===== src/hw/rtl/lfs_pkg.sv =====
// Shared types and constants for the delimited line field splitter.
package lfs_pkg;

	typedef enum logic [2:0] {
		ST_NONE    = 3'd0,
		ST_CHAR    = 3'd1,
		ST_FEND    = 3'd2,
		ST_OK      = 3'd3,
		ST_BEGIN   = 3'd4,
		ST_END     = 3'd5,
		ST_LONG    = 3'd6,
		ST_TIMEOUT = 3'd7
	} status_t;

	typedef enum logic [1:0] {
		REG_TIMEOUT    = 2'd0,
		REG_MAX_LINE   = 2'd1,
		REG_MAX_FIELDS = 2'd2,
		REG_MAX_FLEN   = 2'd3
	} reg_idx_t;

	localparam logic [7:0] CH_LT    = 8'h3C;
	localparam logic [7:0] CH_GT    = 8'h3E;
	localparam logic [7:0] CH_COMMA = 8'h2C;
	localparam logic [7:0] CH_NL    = 8'h0A;

	localparam logic [15:0] TIMEOUT_RST    = 16'd1000;
	localparam logic [7:0]  MAX_LINE_RST   = 8'd64;
	localparam logic [4:0]  MAX_FIELDS_RST = 5'd8;
	localparam logic [6:0]  MAX_FLEN_RST   = 7'd16;

	localparam logic [4:0] FIELD_LIMIT = 5'd16;
	localparam logic [6:0] FLEN_LIMIT  = 7'd64;

	// clamped configuration as seen by the parser
	typedef struct packed {
		logic [15:0] timeout_ticks;
		logic [7:0]  max_line_length;
		logic [4:0]  eff_fields;
		logic [6:0]  eff_field_len;
	} cfg_t;

	typedef struct packed {
		status_t     status;
		logic [7:0]  field_char;
		logic [3:0]  field_index;
		logic [5:0]  char_position;
		logic [4:0]  field_count;
	} result_t;

endpackage


===== src/hw/rtl/lfs_cfg.sv =====
// Configuration registers with range clamping.
module lfs_cfg import lfs_pkg::*; (
	input  logic        clk,
	input  logic        arst_n,
	input  logic        cfg_we,
	input  logic [1:0]  cfg_addr,
	input  logic [15:0] cfg_wdata,
	output cfg_t        cfg
);

	logic [15:0] timeout_q;
	logic [7:0]  max_line_q;
	logic [4:0]  max_fields_q;
	logic [6:0]  max_flen_q;

	always_ff @(posedge clk or negedge arst_n) begin
		if (!arst_n) begin
			timeout_q    <= TIMEOUT_RST;
			max_line_q   <= MAX_LINE_RST;
			max_fields_q <= MAX_FIELDS_RST;
			max_flen_q   <= MAX_FLEN_RST;
		end else if (cfg_we) begin
			case (reg_idx_t'(cfg_addr))
				REG_TIMEOUT:    timeout_q    <= cfg_wdata;
				REG_MAX_LINE:   max_line_q   <= cfg_wdata[7:0];
				REG_MAX_FIELDS: max_fields_q <= cfg_wdata[4:0];
				REG_MAX_FLEN:   max_flen_q   <= cfg_wdata[6:0];
				default: ;
			endcase
		end
	end

	always_comb begin
		cfg.timeout_ticks   = timeout_q;
		cfg.max_line_length = max_line_q;
		if (max_fields_q == 5'd0)
			cfg.eff_fields = 5'd1;
		else if (max_fields_q > FIELD_LIMIT)
			cfg.eff_fields = FIELD_LIMIT;
		else
			cfg.eff_fields = max_fields_q;
		if (max_flen_q == 7'd0)
			cfg.eff_field_len = 7'd1;
		else if (max_flen_q > FLEN_LIMIT)
			cfg.eff_field_len = FLEN_LIMIT;
		else
			cfg.eff_field_len = max_flen_q;
	end

	assert property (@(posedge clk) disable iff (!arst_n)
		cfg.eff_fields != 5'd0 && cfg.eff_fields <= FIELD_LIMIT)
		else $error("field limit out of range");
	assert property (@(posedge clk) disable iff (!arst_n)
		cfg.eff_field_len != 7'd0 && cfg.eff_field_len <= FLEN_LIMIT)
		else $error("field length limit out of range");
	assert property (@(posedge clk) disable iff (!arst_n)
		cfg_we && cfg_addr == REG_TIMEOUT |=> cfg.timeout_ticks == $past(cfg_wdata))
		else $error("timeout write lost");

endmodule


===== src/hw/rtl/lfs_parse.sv =====
// Line parser state and per-item step logic.
module lfs_parse import lfs_pkg::*; (
	input  logic       clk,
	input  logic       arst_n,
	input  logic       step,
	input  logic       mode,
	input  logic [7:0] rx_byte,
	input  cfg_t       cfg,
	output result_t    res
);

	logic        in_line_q, in_line_d;
	logic [7:0]  line_bytes_q, line_bytes_d;
	logic [7:0]  held_byte_q, held_byte_d;
	logic        held_valid_q, held_valid_d;
	logic [4:0]  field_q, field_d;
	logic [6:0]  pos_q, pos_d;
	logic [15:0] ticks_q, ticks_d;

	logic [8:0]  lb_inc;
	logic [15:0] ticks_inc;
	logic [6:0]  pos_inc;
	logic [4:0]  field_next;
	logic [5:0]  cnt;
	logic        kept;

	always_comb begin
		lb_inc     = {1'b0, line_bytes_q} + 9'd1;
		ticks_inc  = (ticks_q == 16'hFFFF) ? ticks_q : ticks_q + 16'd1;
		pos_inc    = pos_q + 7'd1;
		field_next = (field_q < FIELD_LIMIT) ? field_q + 5'd1 : field_q;
		cnt        = {1'b0, field_q} + 6'd1;
		if (cnt > {1'b0, cfg.eff_fields})
			cnt = {1'b0, cfg.eff_fields};
		kept       = field_q < cfg.eff_fields;

		in_line_d    = in_line_q;
		line_bytes_d = line_bytes_q;
		held_byte_d  = held_byte_q;
		held_valid_d = held_valid_q;
		field_d      = field_q;
		pos_d        = pos_q;
		ticks_d      = ticks_q;
		res          = '0;
		res.status   = ST_NONE;

		if (!in_line_q) begin
			if (!mode) begin
				if (rx_byte != CH_LT) begin
					res.status = ST_BEGIN;
				end else begin
					line_bytes_d = 8'd1;
					ticks_d      = '0;
					held_byte_d  = '0;
					held_valid_d = 1'b0;
					field_d      = '0;
					pos_d        = '0;
					if (cfg.max_line_length <= 8'd1)
						res.status = ST_LONG;
					else
						in_line_d = 1'b1;
				end
			end
		end else if (mode) begin
			ticks_d = ticks_inc;
			if (ticks_inc >= cfg.timeout_ticks) begin
				in_line_d  = 1'b0;
				res.status = ST_TIMEOUT;
			end
		end else if (rx_byte == CH_NL) begin
			in_line_d = 1'b0;
			if (held_valid_q && held_byte_q == CH_GT) begin
				res.status      = ST_OK;
				res.field_count = cnt[4:0];
			end else begin
				res.status = ST_END;
			end
		end else begin
			line_bytes_d = lb_inc[7:0];
			if (lb_inc >= {1'b0, cfg.max_line_length}) begin
				in_line_d  = 1'b0;
				res.status = ST_LONG;
			end else begin
				if (held_valid_q) begin
					if (held_byte_q == CH_COMMA) begin
						if (kept) begin
							res.status      = ST_FEND;
							res.field_index = field_q[3:0];
						end
						field_d = field_next;
						pos_d   = '0;
					end else begin
						if (kept) begin
							res.status        = ST_CHAR;
							res.field_char    = held_byte_q;
							res.field_index   = field_q[3:0];
							res.char_position = pos_q[5:0];
						end
						// a full field rolls into the next one without a field end
						if (pos_inc >= cfg.eff_field_len) begin
							field_d = field_next;
							pos_d   = '0;
						end else begin
							pos_d = pos_inc;
						end
					end
				end
				held_byte_d  = rx_byte;
				held_valid_d = 1'b1;
			end
		end
	end

	always_ff @(posedge clk or negedge arst_n) begin
		if (!arst_n) begin
			in_line_q    <= 1'b0;
			line_bytes_q <= '0;
			held_byte_q  <= '0;
			held_valid_q <= 1'b0;
			field_q      <= '0;
			pos_q        <= '0;
			ticks_q      <= '0;
		end else if (step) begin
			in_line_q    <= in_line_d;
			line_bytes_q <= line_bytes_d;
			held_byte_q  <= held_byte_d;
			held_valid_q <= held_valid_d;
			field_q      <= field_d;
			pos_q        <= pos_d;
			ticks_q      <= ticks_d;
		end
	end

	assert property (@(posedge clk) disable iff (!arst_n) field_q <= FIELD_LIMIT)
		else $error("field index overflow");
	assert property (@(posedge clk) disable iff (!arst_n) pos_q < FLEN_LIMIT)
		else $error("field position overflow");
	assert property (@(posedge clk) disable iff (!arst_n)
		in_line_q |-> (line_bytes_q != 8'd0 && line_bytes_q != 8'hFF))
		else $error("line byte count out of range inside a line");
	assert property (@(posedge clk) disable iff (!arst_n)
		step && !in_line_q && !mode && rx_byte == CH_LT |=> ticks_q == 16'd0 && !held_valid_q)
		else $error("line start did not clear counters");

endmodule


===== src/hw/rtl/delimited_line_field_splitter.sv =====
// Top level: input register, line parser, result register.
// Throughput: one item per cycle unless m_tready stalls the output, set by the
// combinational parser step between the input register and the result register;
// every item yields exactly one result.
// Reset (arst_n low, asynchronous): both stages empty, parser idle, registers at
// their documented defaults.
module delimited_line_field_splitter import lfs_pkg::*; (
	input  logic        clk,
	input  logic        arst_n,
	input  logic        s_tvalid,
	output logic        s_tready,
	input  logic [7:0]  s_tdata,   // [7:0] rx_byte
	input  logic        s_tuser,   // [0] mode
	output logic        m_tvalid,
	input  logic        m_tready,
	output logic [23:0] m_tdata,   // [7:0] field_char, [11:8] field_index,
	                               // [17:12] char_position, [22:18] field_count, [23] zero
	output logic [2:0]  m_tuser,   // [2:0] status
	input  logic        cfg_we,
	input  logic [1:0]  cfg_addr,
	input  logic [15:0] cfg_wdata
);

	cfg_t       cfg;
	result_t    res;
	result_t    res_s2;
	logic       valid_s1, valid_s2;
	logic       mode_s1;
	logic [7:0] byte_s1;
	logic       out_ready;
	logic       adv;

	assign out_ready = !valid_s2 || m_tready;
	assign adv       = valid_s1 && out_ready;
	assign s_tready  = !valid_s1 || out_ready;

	lfs_cfg u_cfg (
		.clk       (clk),
		.arst_n    (arst_n),
		.cfg_we    (cfg_we),
		.cfg_addr  (cfg_addr),
		.cfg_wdata (cfg_wdata),
		.cfg       (cfg)
	);

	lfs_parse u_parse (
		.clk     (clk),
		.arst_n  (arst_n),
		.step    (adv),
		.mode    (mode_s1),
		.rx_byte (byte_s1),
		.cfg     (cfg),
		.res     (res)
	);

	always_ff @(posedge clk or negedge arst_n) begin
		if (!arst_n) begin
			valid_s1 <= 1'b0;
			valid_s2 <= 1'b0;
		end else begin
			if (s_tready)
				valid_s1 <= s_tvalid;
			if (out_ready)
				valid_s2 <= valid_s1;
		end
	end

	always_ff @(posedge clk) begin
		if (s_tready && s_tvalid) begin
			mode_s1 <= s_tuser;
			byte_s1 <= s_tdata;
		end
		if (adv)
			res_s2 <= res;
	end

	assign m_tvalid = valid_s2;
	assign m_tuser  = res_s2.status;
	assign m_tdata  = {1'b0, res_s2.field_count, res_s2.char_position,
	                   res_s2.field_index, res_s2.field_char};

	assert property (@(posedge clk) disable iff (!arst_n)
		valid_s2 && res_s2.status == ST_OK |-> res_s2.field_count != 5'd0)
		else $error("line ok with zero fields");
	assert property (@(posedge clk) disable iff (!arst_n)
		valid_s1 && !out_ready |=> valid_s1 && $stable(byte_s1) && $stable(mode_s1))
		else $error("input stage lost a stalled item");
	assert property (@(posedge clk) disable iff (!arst_n)
		$rose(valid_s2) |-> $past(adv))
		else $error("result without parser step");

endmodule


===== config.mk =====
export PLATFORM = sky130hd
export DESIGN_NAME = delimited_line_field_splitter
export DESIGN_NICKNAME = d
export VERILOG_FILES = /design/src/hw/rtl/lfs_pkg.sv /design/src/hw/rtl/lfs_cfg.sv /design/src/hw/rtl/lfs_parse.sv /design/src/hw/rtl/delimited_line_field_splitter.sv
export SDC_FILE = /design/constraint.sdc
export NUM_CORES = 1
export LEC_CHECK = 0
export CAP_MARGIN = 0
export CORE_MARGIN = 5
export CORE_UTILIZATION = 42
export DETAILED_ROUTE_END_ITERATION = 7
export DONT_BUFFER_PORTS = 1
export GPL_ROUTABILITY_DRIVEN = 0
export GPL_TIMING_DRIVEN = 1
export SYNTH_ARGS = -nofsm -noshare
export SYNTH_HDL_FRONTEND = slang
export SYNTH_SLANG_ARGS = --single-unit

===== constraint.sdc =====
create_clock -name clk -period 2.9 [get_ports clk]
set_input_delay 0.435 -clock clk [delete_from_list [all_inputs] [get_ports clk]]
set_output_delay 0.435 -clock clk [all_outputs]
set_load 0.01 [all_outputs]

# After elaboration in Yosys (flattened, before gate mapping)

Index checks and enable logic that the tools add are counted.

Register bits after elaboration: 119
Bits of input ports: 32
Output and inout bits: 29
Word-level logic and storage cells: 149

Add/sub/neg operators: 5
Order comparisons: 9
Equal/unequal tests: 16
Muxes and demuxes: 71
Bitwise gates (word level): 6
Reductions and logical operators: 22

Operators by type and width:

| cell                                                           | number |
|---|---|
| 2-to-1 mux 8 bit                                               | 12 |
| 2-to-1 mux 16 bit                                              | 5 |
| 2-to-1 mux 7 bit                                               | 11 |
| 2-to-1 mux 5 bit                                               | 13 |
| 2-to-1 mux 3 bit                                               | 10 |
| 2-to-1 mux 21 bit                                              | 1 |
| 2-to-1 mux 19 bit                                              | 1 |
| adder 16 x 1 -> 16 bit, second input constant                  | 1 |
| == test 16 bit, second input constant                          | 1 |
| == test 8 x 6 -> 1 bit, second input constant                  | 2 |
| greater-or-equal comparator 16 bit                             | 1 |
| 2-to-1 mux 1 bit                                               | 14 |
| != test 2 bit, second input constant                           | 5 |
| adder 8 x 1 -> 9 bit, second input constant                    | 1 |
| greater-or-equal comparator 9 x 8 -> 1 bit                     | 1 |
| == test 8 x 4 -> 1 bit, second input constant                  | 1 |
| less-or-equal comparator 8 x 1 -> 1 bit, second input constant | 1 |
| 2-to-1 mux 4 bit                                               | 2 |
| != test 8 x 6 -> 1 bit, second input constant                  | 1 |
| AND reduction 2 bit                                            | 4 |
| AND reduction 4 bit                                            | 2 |
| adder 7 x 1 -> 7 bit, second input constant                    | 1 |
| greater-or-equal comparator 7 bit                              | 1 |
| greater-than comparator 7 bit, second input constant           | 1 |
| 25 further kinds                                               | 36 |

# Depth between registers and ports, before layout

Gate-level depths: netlist of the first run.

Word-level depth: 11
Depth in mapped cells: 14
Depth with buffers taken out: 13

# By module

A second synthesis of the first run with hierarchy kept.

Cell total of the unflattened synthesis: 638
Area total of the unflattened synthesis: 6716.4 µm²

Modules (own cells, without submodules):

| module                        | instances | cells an instance | area each (µm²) | sequential area each (µm²) |
|---|---|---|---|---|
| lfs_parse                     | 1         | 500               | 4088.9          | 1151.1 |
| lfs_cfg                       | 1         | 93                | 1461.4          | 912.1 |
| delimited_line_field_splitter | 1         | 45                | 1166.1          | 1101.1 |

# Least setup slack after synthesis of the first run

Ideal clock, no wire load.

Kind: register -> register
From: register u_parse.ticks_q[0]
To: register res_s2, in the netlist m_tuser[0], data pin
Library setup time: 0.255 ns
Data arrival time: 2.898 ns
Data required time: 2.645 ns
Path slack: -0.253 ns
Cell stages (with the launch flop): 15
Path buffers: 1
Clock period less this slack: 3.153 ns
Path through: dfrtp_1 ha_1 and4_1 or3b_2 clkbuf_1 o21ba_2 nand3_1 xnor2_1 ha_1 a211o_1 a21oi_1 o21ai_0 nand4_1 nand4_1 and3_1

Word-level cells in the longest chain between the ends: 6
Elaborated cells on any way between the ends: 7
Classes of those cells: add/sub: 1; order compare: 1; eq/ne: 1; mux: 4

RTL lines:

| element                                                  | RTL line                            | text |
|---|---|---|
| start, declared                                          | lfs_parse.sv:18                     | `logic [15:0] ticks_q, ticks_d;` |
| start signal, assigned                                   | lfs_parse.sv:130                    | `ticks_q <= ticks_d;` |
| adder 16 x 1 -> 16 bit or == test 16 bit (tied branches) | lfs_parse.sv:29                     | `ticks_inc = (ticks_q == 16'hFFFF) ? ticks_q : ticks_q + 16'd1;` |
| 2-to-1 mux 16 bit (*)                                    | lfs_parse.sv:29                     |  |
| greater-or-equal comparator 16 bit (*)                   | lfs_parse.sv:66                     | `if (ticks_inc >= cfg.timeout_ticks) begin` |
| 2-to-1 mux 3 bit (*)                                     | lfs_parse.sv:66                     |  |
| 2-to-1 mux 3 bit (*)                                     | lfs_parse.sv:64                     | `end else if (mode) begin` |
| 2-to-1 mux 3 bit (*)                                     | lfs_parse.sv:47                     | `if (!in_line_q) begin` |
| end signal, assigned                                     | delimited_line_field_splitter.sv:74 | `res_s2 <= res;` |
| end, declared                                            | delimited_line_field_splitter.sv:26 | `result_t res_s2;` |

Every way passes the cells marked *; elsewhere a longest branch is shown, timed or not.
A chain may end at the register's enable or synchronous reset.

==> impl_metrics.json, run 1 <==
{
  "clk_path_buf_depth": 2,
  "routed_via_density": 5.47,
  "clock_skew_ps": 6.91,
  "io_buffers": 0,
  "cts-htree-levels": 4,
  "final_cells": 923,
  "syn_area_um2": 6550,
  "cts.sinks": 119,
  "crit_slowest_cell": "or3b_4",
  "layout.nets": 777,
  "path_max_fanout": 5,
  "crit_type": "register to register",
  "p_leak_nw": 3.60,
  "ys_top_cells_by_area": "dfrtp_1, edfxtp_1, ha_1",
  "violations": "setup timing",
  "drc_errors": 0,
  "synth_top_area_cell": "dfrtp_1",
  "io_pins": 61,
  "power_switching_w": 0.00117,
  "synthToLayoutAreaGrowth_pct": 25.9,
  "die_w_um": 135,
  "synthAdderAreaFrac": 0.0879,
  "avgSynthCellArea_um2": 10.5,
  "register_area_um2": 3170,
  "hold_violations": 0,
  "synth_top_family_by_area": "simple AND/OR/NAND/NOR gates",
  "ys_ff_latch": 119,
  "first_iter_violations": 252,
  "ir_drop_uv": 375,
  "drv_cap": 0,
  "synthSimpleGateAreaFrac": 0.168,
  "cts_buffers": 17,
  "drv_slew": 0,
  "num_vias": 5051,
  "cp.arrival_ps": 3110,
  "setup_tns_ps": -77.6,
  "critPathLaunchType": "register",
  "fp.dieArea_um2": 18200,
  "place_inst": 872,
  "path_cells": "ha_4 > and4_4 > or3b_4 > o21ba_4 > nand3_2 > xnor2_2 > ha_1 > a211o_1 > a21oi_1 > o21ai_1 > nand4_1 > a311o_1 > o211ai_1",
  "clockRootBuffer": "clkbuf_16",
  "layout_setup_ws_ps": -49.3,
  "synth_edf_count": 35,
  "power.internal_w": 0.00358,
  "period_needed_ps": 2950,
  "ys_seq_area_frac": 0.483,
  "cts_tree": "yes",
  "grt_pass1_vias": 5005,
  "p_clk_frac": 0.471,
  "synthesis.nets": 703,
  "core-area_um2": 15300,
  "max_slew.worst_pin.slew_ps": 814,
  "synthArstFlopShare": 0.706,
  "synthMuxAreaShare": 0.0378,
  "pwr-share-seq": 0.421,
  "fin_util": 0.540,
  "dieHeight_um": 135,
  "fillers": 1344,
  "synthesis.instances": 625,
  "setup_violations": 3,
  "path_clk_slew_ps": 50,
  "antennaDiodeCount": 0,
  "wl_per_cell_um": 17.2,
  "rsz0062_at_grt": "true",
  "synth_top_area_share": 0.287,
  "track_usage": 0.178,
  "status": "finished with violations",
  "synth_cell_types": 60,
  "synth_xor_area_frac": 0.0321,
  "row_count": 45,
  "hold_path.class": "input pin to register",
  "overflow": 0,
  "critPathMaxStageDelay_ps": 420,
  "power_density_nw_per_um2": 576,
  "multi_input_area_um2": 3440,
  "end_kind": "register",
  "insertion_delay_ps": 420,
  "drt_first_pass_iters": 4,
  "initial_core_util": 0.429,
  "drive_above_1_share": 0.261,
  "relSlewSlack": 0.457,
  "min_period_over_period": 1.02,
  "holdPathStages": 0,
  "pwr-share-comb": 0.108,
  "synth_compound_area_frac": 0.157,
  "swShare": 0.245,
  "max_freq_mhz": 339,
  "antenna_found_initial": 0,
  "drt_wl_total_um": 15900,
  "worstPathRequired_ps": 3060,
  "antenna_left": 0,
  "worstRegToRegCells": 13,
  "grt_start_max_net_pins": 85,
  "dpl.hpwl_um": 11600,
  "synth_warnings": 0,
  "whs_ps": 109,
  "ys.flop_type": "dfrtp_1",
  "grt_pass1_wl_um": 25400
}
-- synthesized netlist by cell type (5+ instances only) --
master / count
dfrtp_1: 75
nand2_1: 56
ha_1: 46
edfxtp_1: 35
inv_1: 35
o21ai_0: 34
nor2_1: 32
nand3_1: 30
a21oi_1: 27
mux2_2: 22
and2_1: 17
nor3_1: 17
xnor2_1: 15
a22o_1: 14
a21o_1: 13
clkbuf_1: 13
nand4_1: 13
nand2b_1: 10
and3_1: 9
dfstp_2: 9
xor2_1: 9
o31ai_1: 8
nor4_1: 7
a31oi_1: 6
a32o_1: 5
o21a_1: 5
-- per-stage QoR --
stage	setup slack [ps]	instance area (µm²)	total power (W)
floorplan	-52.3	6610	0.00235
global placement	-6.07	7190	0.00247
detailed placement	-83.7	7190	0.00249
CTS	-24.4	8000	0.00478
global route	-167	8240	0.00497
finish	-49.3	8240	0.00475
-- worst max-delay path, delay by kind of cell, from the launching register on --
kind	cells	cell delay, ps
compound gates	6	940
flops	1	400
fa+ha+maj	2	470
xor+xnor	1	60
simple gates	4	830
-- per-layer routing --
| layer | GRT usage | vias up | part of all wire |
|---|---|---|---|
| li1 | - | 2466 | - |
| met1 | 0.225 | 2446 | 0.44 |
| met2 | 0.287 | 109 | 0.49 |
| met3 | 0.0522 | 30 | 0.040 |
| met4 | 0.0758 | 0 | 0.030 |
| met5 | 0 | - | 0 |
-- state kept, by name (all words and copies together), names as in the netlist --
signal                cells
m_tdata                  23
u_cfg.timeout_q          16
u_parse.ticks_q          16
byte_s1                   8
u_cfg.max_line_q          8
u_parse.held_byte_q       8
u_parse.line_bytes_q      8
u_cfg.max_flen_q          7
u_parse.pos_q             7
u_cfg.max_fields_q        5
u_parse.field_q           5
m_tuser                   3
m_tvalid                  1
mode_s1                   1
u_parse.held_valid_q      1
u_parse.in_line_q         1
valid_s1                  1
-- final cells by class --
type,count,area share
Multi-Input combinational cell,452,0.418
Timing Repair Buffer,73,0.0729
Sequential cell,119,0.384
Clock buffer,19,0.0550
Tap cell,211,0.0320
Clock inverter,13,0.0216
Inverter,36,0.0164
-- placed cells by master (no fill, tap or decap), types with 9 or more instances in the layout --
| cell type | instances |
|---|---|
| a21o_1 | 12 |
| a21oi_1 | 26 |
| a22o_1 | 14 |
| and2_1 | 17 |
| buf_4 | 62 |
| clkbuf_16 | 17 |
| dfrtp_1 | 74 |
| dfstp_2 | 9 |
| edfxtp_1 | 35 |
| ha_1 | 44 |
| inv_1 | 35 |
| mux2_2 | 22 |
| nand2_1 | 55 |
| nand2b_1 | 9 |
| nand3_1 | 22 |
| nand4_1 | 13 |
| nor2_1 | 29 |
| nor3_1 | 13 |
| o21ai_0 | 33 |
| xnor2_1 | 11 |
-- logic make-up after synthesis --
kind of cell,after synthesis
fa+ha+maj,46
compound gates,145
simple gates,213
mux,22
other cells,1
flops,119
xor+xnor,24
buf+inv,55
-- what timing repair did --
item / 4_1_cts / 5_1_grt
hold endpoints to repair: 84 / 0
hold buffers: 2 / 0
pin swaps: 21 / 19
resized for setup: 19 / 31
setup buffers: 6 / 8
cloned: 0 / 3
endpoints found under the setup margin: 36 / 41
-- path summary, 6_finish.rpt --
path	start	endpoint	slack [ps]
setup / recovery	u_parse.ticks_q[0]$_DFFE_PN0P_	m_tuser[1]$_DFFE_PP_	-50
hold / removal	s_tdata[6]	byte_s1[6]$_DFFE_PP_	110
setup reg to reg	u_parse.ticks_q[0]$_DFFE_PN0P_	m_tuser[1]$_DFFE_PP_	-50
hold reg to reg	byte_s1[7]$_DFFE_PP_	u_parse.held_byte_q[7]$_DFFE_PN0P_	500
max in group asynchronous	arst_n	u_cfg.max_fields_q[3]$_DFFE_PN1P_	1960
min in group asynchronous	arst_n	u_cfg.timeout_q[1]$_DFFE_PN0P_	580
-- power by group through the flow --
stage / logic (W) / clock network, W / registers (W)
after floorplan: 0.000356 / 0 / 0.00199
after global placement: 0.000444 / 0 / 0.00202
after detailed placement: 0.000461 / 0 / 0.00203
after CTS: 0.000510 / 0.00228 / 0.00200
after global routing: 0.000589 / 0.00237 / 0.00202
final: 0.000512 / 0.00224 / 0.00200
No activity file was read; power rests on OpenSTA's default activity.
==> run 2: changes to the inputs <==
--- a/config.mk
+++ b/config.mk
@@ -7,7 +7,7 @@
 export LEC_CHECK = 0
 export CAP_MARGIN = 0
 export CORE_MARGIN = 5
-export CORE_UTILIZATION = 42
+export CORE_UTILIZATION = 25
 export DETAILED_ROUTE_END_ITERATION = 7
 export DONT_BUFFER_PORTS = 1
 export GPL_ROUTABILITY_DRIVEN = 0
==> run 2 against run 1 <==
Global-route usage shrank 6.4 points. Flip-flop and latch count did not move. Combinational power increased by 2%. Register-to-register slack worse by 20 ps. The run still ends with setup timing left. Utilization is 21 points lower. Fmax shrank 0.67%.
==> impl_metrics.json, run 2 (same netlist as run 1, synthesis figures left out) <==
{
  "critPathMaxStageDelay_ps": 420,
  "final_cell_mix": "buf_4, dfrtp_1, nand2_1",
  "max_slew.worst_pin.slew_ps": 958,
  "drv_cap": 0,
  "largest_reg_flops": 23,
  "critical_path.startpoint": "u_parse.ticks_q[1]$_DFFE_PN0P_",
  "pwr-share-comb": 0.112,
  "register_area_um2": 3160,
  "cts.sinks": 119,
  "cp-endpoint": "m_tuser[1]$_DFFE_PP_",
  "row_count": 59,
  "final_cells": 1065,
  "r2r_end": "m_tuser[1]$_DFFE_PP_",
  "synthToLayoutAreaGrowth_pct": 30.6,
  "pwr-share-seq": 0.428,
  "cts_buffers": 17,
  "hold_violations": 0,
  "regToRegSetupSlack_ps": -70,
  "swShare": 0.258,
  "dieHeight_um": 172,
  "io_buffers": 0,
  "critPathLaunchType": "register",
  "violations": "setup timing",
  "fp.dieArea_um2": 29500,
  "period_needed_ps": 2970,
  "clockRootBuffer": "clkbuf_16",
  "rsz0062_at_grt": "true",
  "clk_path_buf_depth": 2,
  "num_vias": 5017,
  "initial_core_util": 0.253,
  "cts-htree-levels": 4,
  "die_w_um": 172,
  "grt_pass1_wl_um": 26600,
  "max_freq_mhz": 337,
  "routed_via_density": 4.71,
  "power.internal_w": 0.00347,
  "crit_slowest_cell": "or3b_4",
  "worstPathRequired_ps": 3050,
  "path_cells": "ha_4 > and4_1 > or3b_4 > o21ba_4 > nand3_2 > xnor2_1 > ha_1 > a211o_1 > a21oi_2 > o21ai_2 > nand4_1 > a311o_1 > o211ai_1",
  "mostFrequentLayoutCell": "buf_4",
  "setup_violations": 3,
  "insertion_delay_ps": 420,
  "first_iter_violations": 241,
  "crit_type": "register to register",
  "dpl.hpwl_um": 12200,
  "fin_util": 0.330,
  "drc_errors": 0,
  "cp.arrival_ps": 3120,
  "final_cell_area_um2": 8550,
  "power_w": 0.00467,
  "p_clk_frac": 0.460,
  "path_max_fanout": 3,
  "fillers": 2570,
  "core-area_um2": 25900,
  "cts_tree": "yes",
  "worstReg2RegStart": "u_parse.ticks_q[1]$_DFFE_PN0P_",
  "p_leak_nw": 3.67,
  "place_inst": 1007,
  "hold_path.class": "input pin to register",
  "ir_drop_uv": 279,
  "dp_slack_ps": -126,
  "status": "finished with violations",
  "multi_input_area_um2": 3500,
  "end_kind": "register",
  "min_period_over_period": 1.02,
  "antenna_found_initial": 1,
  "place_area_um2": 7420,
  "power_density_nw_per_um2": 546,
  "drive_above_1_share": 0.287,
  "path_clk_slew_ps": 60,
  "grt_start_max_net_pins": 85,
  "drt_first_pass_iters": 4,
  "drt_wl_total_um": 16600,
  "power_switching_w": 0.00120,
  "worstRegToRegCells": 13,
  "antenna_left": 0,
  "clock_skew_ps": 8.90,
  "wl_per_cell_um": 15.6,
  "drv_slew": 0,
  "grt_pass1_vias": 5051,
  "overflow": 0,
  "relSlewSlack": 0.361,
  "layout.nets": 794,
  "track_usage": 0.115,
  "layout_setup_ws_ps": -69.3,
  "io_pins": 61
}
run 2: cell types whose count changed in the layout (fill, tap and decap cells not counted), sizes merged:
| cell | delta |
|---|---|
| a21o | -1 |
| buf | +19 |
| inv | +3 |
| bufinv | -1 |
| clkbuf | -3 |
| diode | +1 |
run 2: power groups by stage:
stage / registers, W / logic (W) / clock network (W)
after floorplan: 0.00199 / 0.000356 / 0
after global placement: 0.00203 / 0.000454 / 0
after detailed placement: 0.00203 / 0.000469 / 0
after CTS: 0.00200 / 0.000513 / 0.00221
after global routing: 0.00202 / 0.000603 / 0.00229
final: 0.00200 / 0.000523 / 0.00215
run 2: per-layer routing:
metal	vias up	global-route usage	wire length [µm]
met4	0	0.0260	177
met1	2424	0.145	7530
met5	-	0	0
met2	93	0.191	8170
li1	2482	-	-
met3	18	0.0388	716
run 2: how the worst min path moves through the flow:
stage	to	start	slack, ps	depth (start not counted)
global route	byte_s1[3]$_DFFE_PP_	s_tdata[3]	70	0
floorplan	m_tvalid$_DFFE_PN0P_	arst_n	140	0
global placement	u_cfg.timeout_q[12]$_DFFE_PN0P_	arst_n	150	0
finish	byte_s1[7]$_DFFE_PP_	s_tdata[7]	110	0
detailed placement	u_cfg.timeout_q[12]$_DFFE_PN0P_	arst_n	150	0
CTS	byte_s1[7]$_DFFE_PP_	s_tdata[7]	90	0
run 2: area by class of cell:
type	count	share of cell area
clock buffers	17	0.0498
repair buffers	91	0.0853
clock inverters	15	0.0208
multi-input cells	451	0.409
well taps	335	0.0490
flip-flops and latches	119	0.370
diodes	1	0.000293
inverters	36	0.0158
run 2: what timing repair did:
item / 4_1_cts / 5_1_grt
buffers inserted: 17 / 8
cloned: 0 / 1
hold buffers: 2 / 0
resized for setup: 14 / 49
endpoints found under the hold margin: 84 / 0
pin swaps: 17 / 29
endpoints found under the setup margin: 12 / 43
run 2: worst max-delay path, delay by kind of cell (launching register included):
family / cells / cell delay, ps
AO/OA/AOI/OAI: 6 / 970
AND/OR/NAND/NOR: 4 / 780
adder cells (fa/ha/maj): 2 / 430
flip-flops: 1 / 410
XOR/XNOR: 1 / 120
run 2: through the flow:
stage | hold WS, ps | setup TNS, ps
after global placement | 148 | -97.8
after CTS | 92.3 | -160
after floorplan | 139 | -75.8
after global routing | 74.8 | -1120
after detailed placement | 147 | -366
final | 112 | -167
==> run 3: changes to the inputs <==
==> constraint.sdc (replaced) <==
create_clock -name clk -period 3.44 [get_ports clk]
set_input_delay 0.516 -clock clk [delete_from_list [all_inputs] [get_ports clk]]
set_output_delay 0.516 -clock clk [all_outputs]
set_load 0.01 [all_outputs]
==> run 3 against run 2 <==
The run ends with hold timing left. Via count down 5.5%. Non-clock buffer count shrank 75. Clock-buffer cell count rose by 1. Utilization fell by 3.5 points. Flip-flop and latch count is the same. Register-to-register slack better by 230 ps. Worst hold slack worse by 130 ps. Critical path type unchanged. Largest power group unchanged. Highest routed layer unchanged.
==> impl_metrics.json, run 3 (same netlist as run 1, synthesis figures left out) <==
{
  "setup_violations": 0,
  "grt_pass1_vias": 4618,
  "relSlewSlack": 0.431,
  "layout.nets": 719,
  "hold_path.class": "input pin to async pin",
  "cts-htree-levels": 4,
  "p_clk_frac": 0.466,
  "io_pins": 61,
  "drive_above_1_share": 0.145,
  "fillers": 2638,
  "clockRootBuffer": "clkbuf_16",
  "place_area_um2": 6990,
  "track_usage": 0.108,
  "power_density_nw_per_um2": 511,
  "max_slew.worst_pin.slew_ps": 852,
  "register_area_um2": 3160,
  "mostFrequentLayoutCell": "dfrtp_1",
  "drt_wl_total_um": 15700,
  "drv_slew": 0,
  "grt_start_max_net_pins": 85,
  "setup_tns_ps": 0,
  "synthToLayoutAreaGrowth_pct": 16.8,
  "swShare": 0.257,
  "status": "finished with violations",
  "critPathLaunchType": "register",
  "cts.sinks": 119,
  "crit_type": "register to register",
  "cp.arrival_ps": 3430,
  "path_max_fanout": 8,
  "drt_first_pass_iters": 5,
  "io_buffers": 0,
  "antennaDiodeCount": 0,
  "drc_errors": 0,
  "die_w_um": 172,
  "critPathMaxStageDelay_ps": 580,
  "initial_core_util": 0.253,
  "dieHeight_um": 172,
  "dpl.hpwl_um": 11600,
  "clk_path_buf_depth": 2,
  "p_leak_nw": 3.21,
  "clock_skew_ps": 11.4,
  "drv_cap": 0,
  "grt_pass1_wl_um": 25000,
  "num_vias": 4739,
  "critPathMostFrequentCell": "nor3_1",
  "final_cell_mix": "dfrtp_1, nand2_1, ha_1",
  "worstPathRequired_ps": 3590,
  "routed_via_density": 4.79,
  "cts_tree": "yes",
  "min_period_over_period": 0.953,
  "period_needed_ps": 3280,
  "row_count": 59,
  "fp.dieArea_um2": 29500,
  "ir_drop_uv": 270,
  "hold_violations": 11,
  "crit_slowest_cell": "or4_1",
  "violations": "hold timing",
  "path_cells": "ha_2 > nand2_1 > or4_1 > or2_2 > nand3_1 > o21a_1 > ha_1 > nand4_1 > nor3_1 > nor3_1 > a311o_1 > o211ai_1",
  "rsz0062_at_grt": "false",
  "pwr-share-seq": 0.431,
  "multi_input_area_um2": 3190,
  "power.internal_w": 0.00290,
  "max_freq_mhz": 305,
  "pwr-share-comb": 0.103,
  "whs_ps": -13.4,
  "antenna_left": 0,
  "overflow": 0,
  "power_switching_w": 0.00101,
  "first_iter_violations": 385,
  "cts_buffers": 17,
  "antenna_found_initial": 0,
  "wl_per_cell_um": 15.8,
  "insertion_delay_ps": 420,
  "final_cell_area_um2": 7640,
  "end_kind": "register",
  "path_clk_slew_ps": 60,
  "largest_reg_flops": 23,
  "core-area_um2": 25900
}
==> run 3: changes by cell type in the layout (fill, tap and decap cells not counted), moves of 4 or more <==
cell     before  now
buf_4        81   15
nand3_2       7    1
nor3_1       13   17
nand3_1      20   29
o21ai_0      30   34
buf_6         7    0
==> run 3: repair_timing <==
action                     in CTS  in global routing
hold endpoints to repair       84                  0
gates resized for setup         0                  4
hold buffers                    1                  0
setup endpoints to repair       0                  3
buffers inserted                0                  1
==> run 3: per-stage QoR <==
| stage | utilization | total power, W | hold WS, ps | std cells | worst slack, ps |
|---|---|---|---|---|---|
| 2_1_floorplan | - | 0.00198 | 220 | 625 | 287 |
| 3_3_place_gp | 0.270 | 0.00208 | 228 | 955 | 231 |
| 3_5_place_dp | 0.270 | 0.00209 | 228 | 955 | 160 |
| 4_1_cts | 0.294 | 0.00396 | 11.7 | 988 | 138 |
| 5_1_grt | 0.295 | 0.00409 | 5.38 | 989 | 6.63 |
| 6_report | 0.295 | 0.00391 | -13.4 | 989 | 163 |
==> run 3: final cells by class <==
type | count | share of cell area
Timing Repair Buffer | 16 | 0.0183
Inverter | 36 | 0.0177
Sequential cell | 119 | 0.414
Tap cell | 335 | 0.0548
Clock buffer | 18 | 0.0561
Multi-Input combinational cell | 451 | 0.417
Clock inverter | 14 | 0.0224
==> run 3: worst paths after layout <==
kind	depth (start not counted)	slack, ps	endpoint	start
min in group clk	0	190	byte_s1[4]$_DFFE_PP_	s_tdata[4]
worst min-delay path	1	-10	u_parse.ticks_q[12]$_DFFE_PN0P_	arst_n
worst min register to register	1	480	m_tvalid$_DFFE_PN0P_	valid_s1$_DFFE_PN0N_
worst max-delay path	12	160	m_tuser[1]$_DFFE_PP_	u_parse.ticks_q[1]$_DFFE_PN0P_
worst max register to register	12	160	m_tuser[1]$_DFFE_PP_	u_parse.ticks_q[1]$_DFFE_PN0P_
max in group asynchronous	1	3050	u_cfg.max_fields_q[3]$_DFFE_PN1P_	arst_n
==> run 3: power by group through the flow <==
| stage | registers (W) | logic [W] | clock network [W] |
|---|---|---|---|
| floorplan | 0.00168 | 0.000299 | 0 |
| global placement | 0.00171 | 0.000369 | 0 |
| detailed placement | 0.00171 | 0.000380 | 0 |
| CTS | 0.00169 | 0.000408 | 0.00187 |
| global route | 0.00170 | 0.000469 | 0.00192 |
| finish | 0.00168 | 0.000402 | 0.00182 |
==> run 3: layer usage <==
metal  share of wire  global-route usage
met3           0.053              0.0363
met1            0.48               0.145
met5               0                   0
met2            0.46               0.171
met4           0.010              0.0249
==> run 3: critical path: cells and delay by family (launching register included) <==
family	cells	cell delay, ps
fa+ha+maj	2	470
flops	1	370
simple gates	7	1680
compound gates	3	480
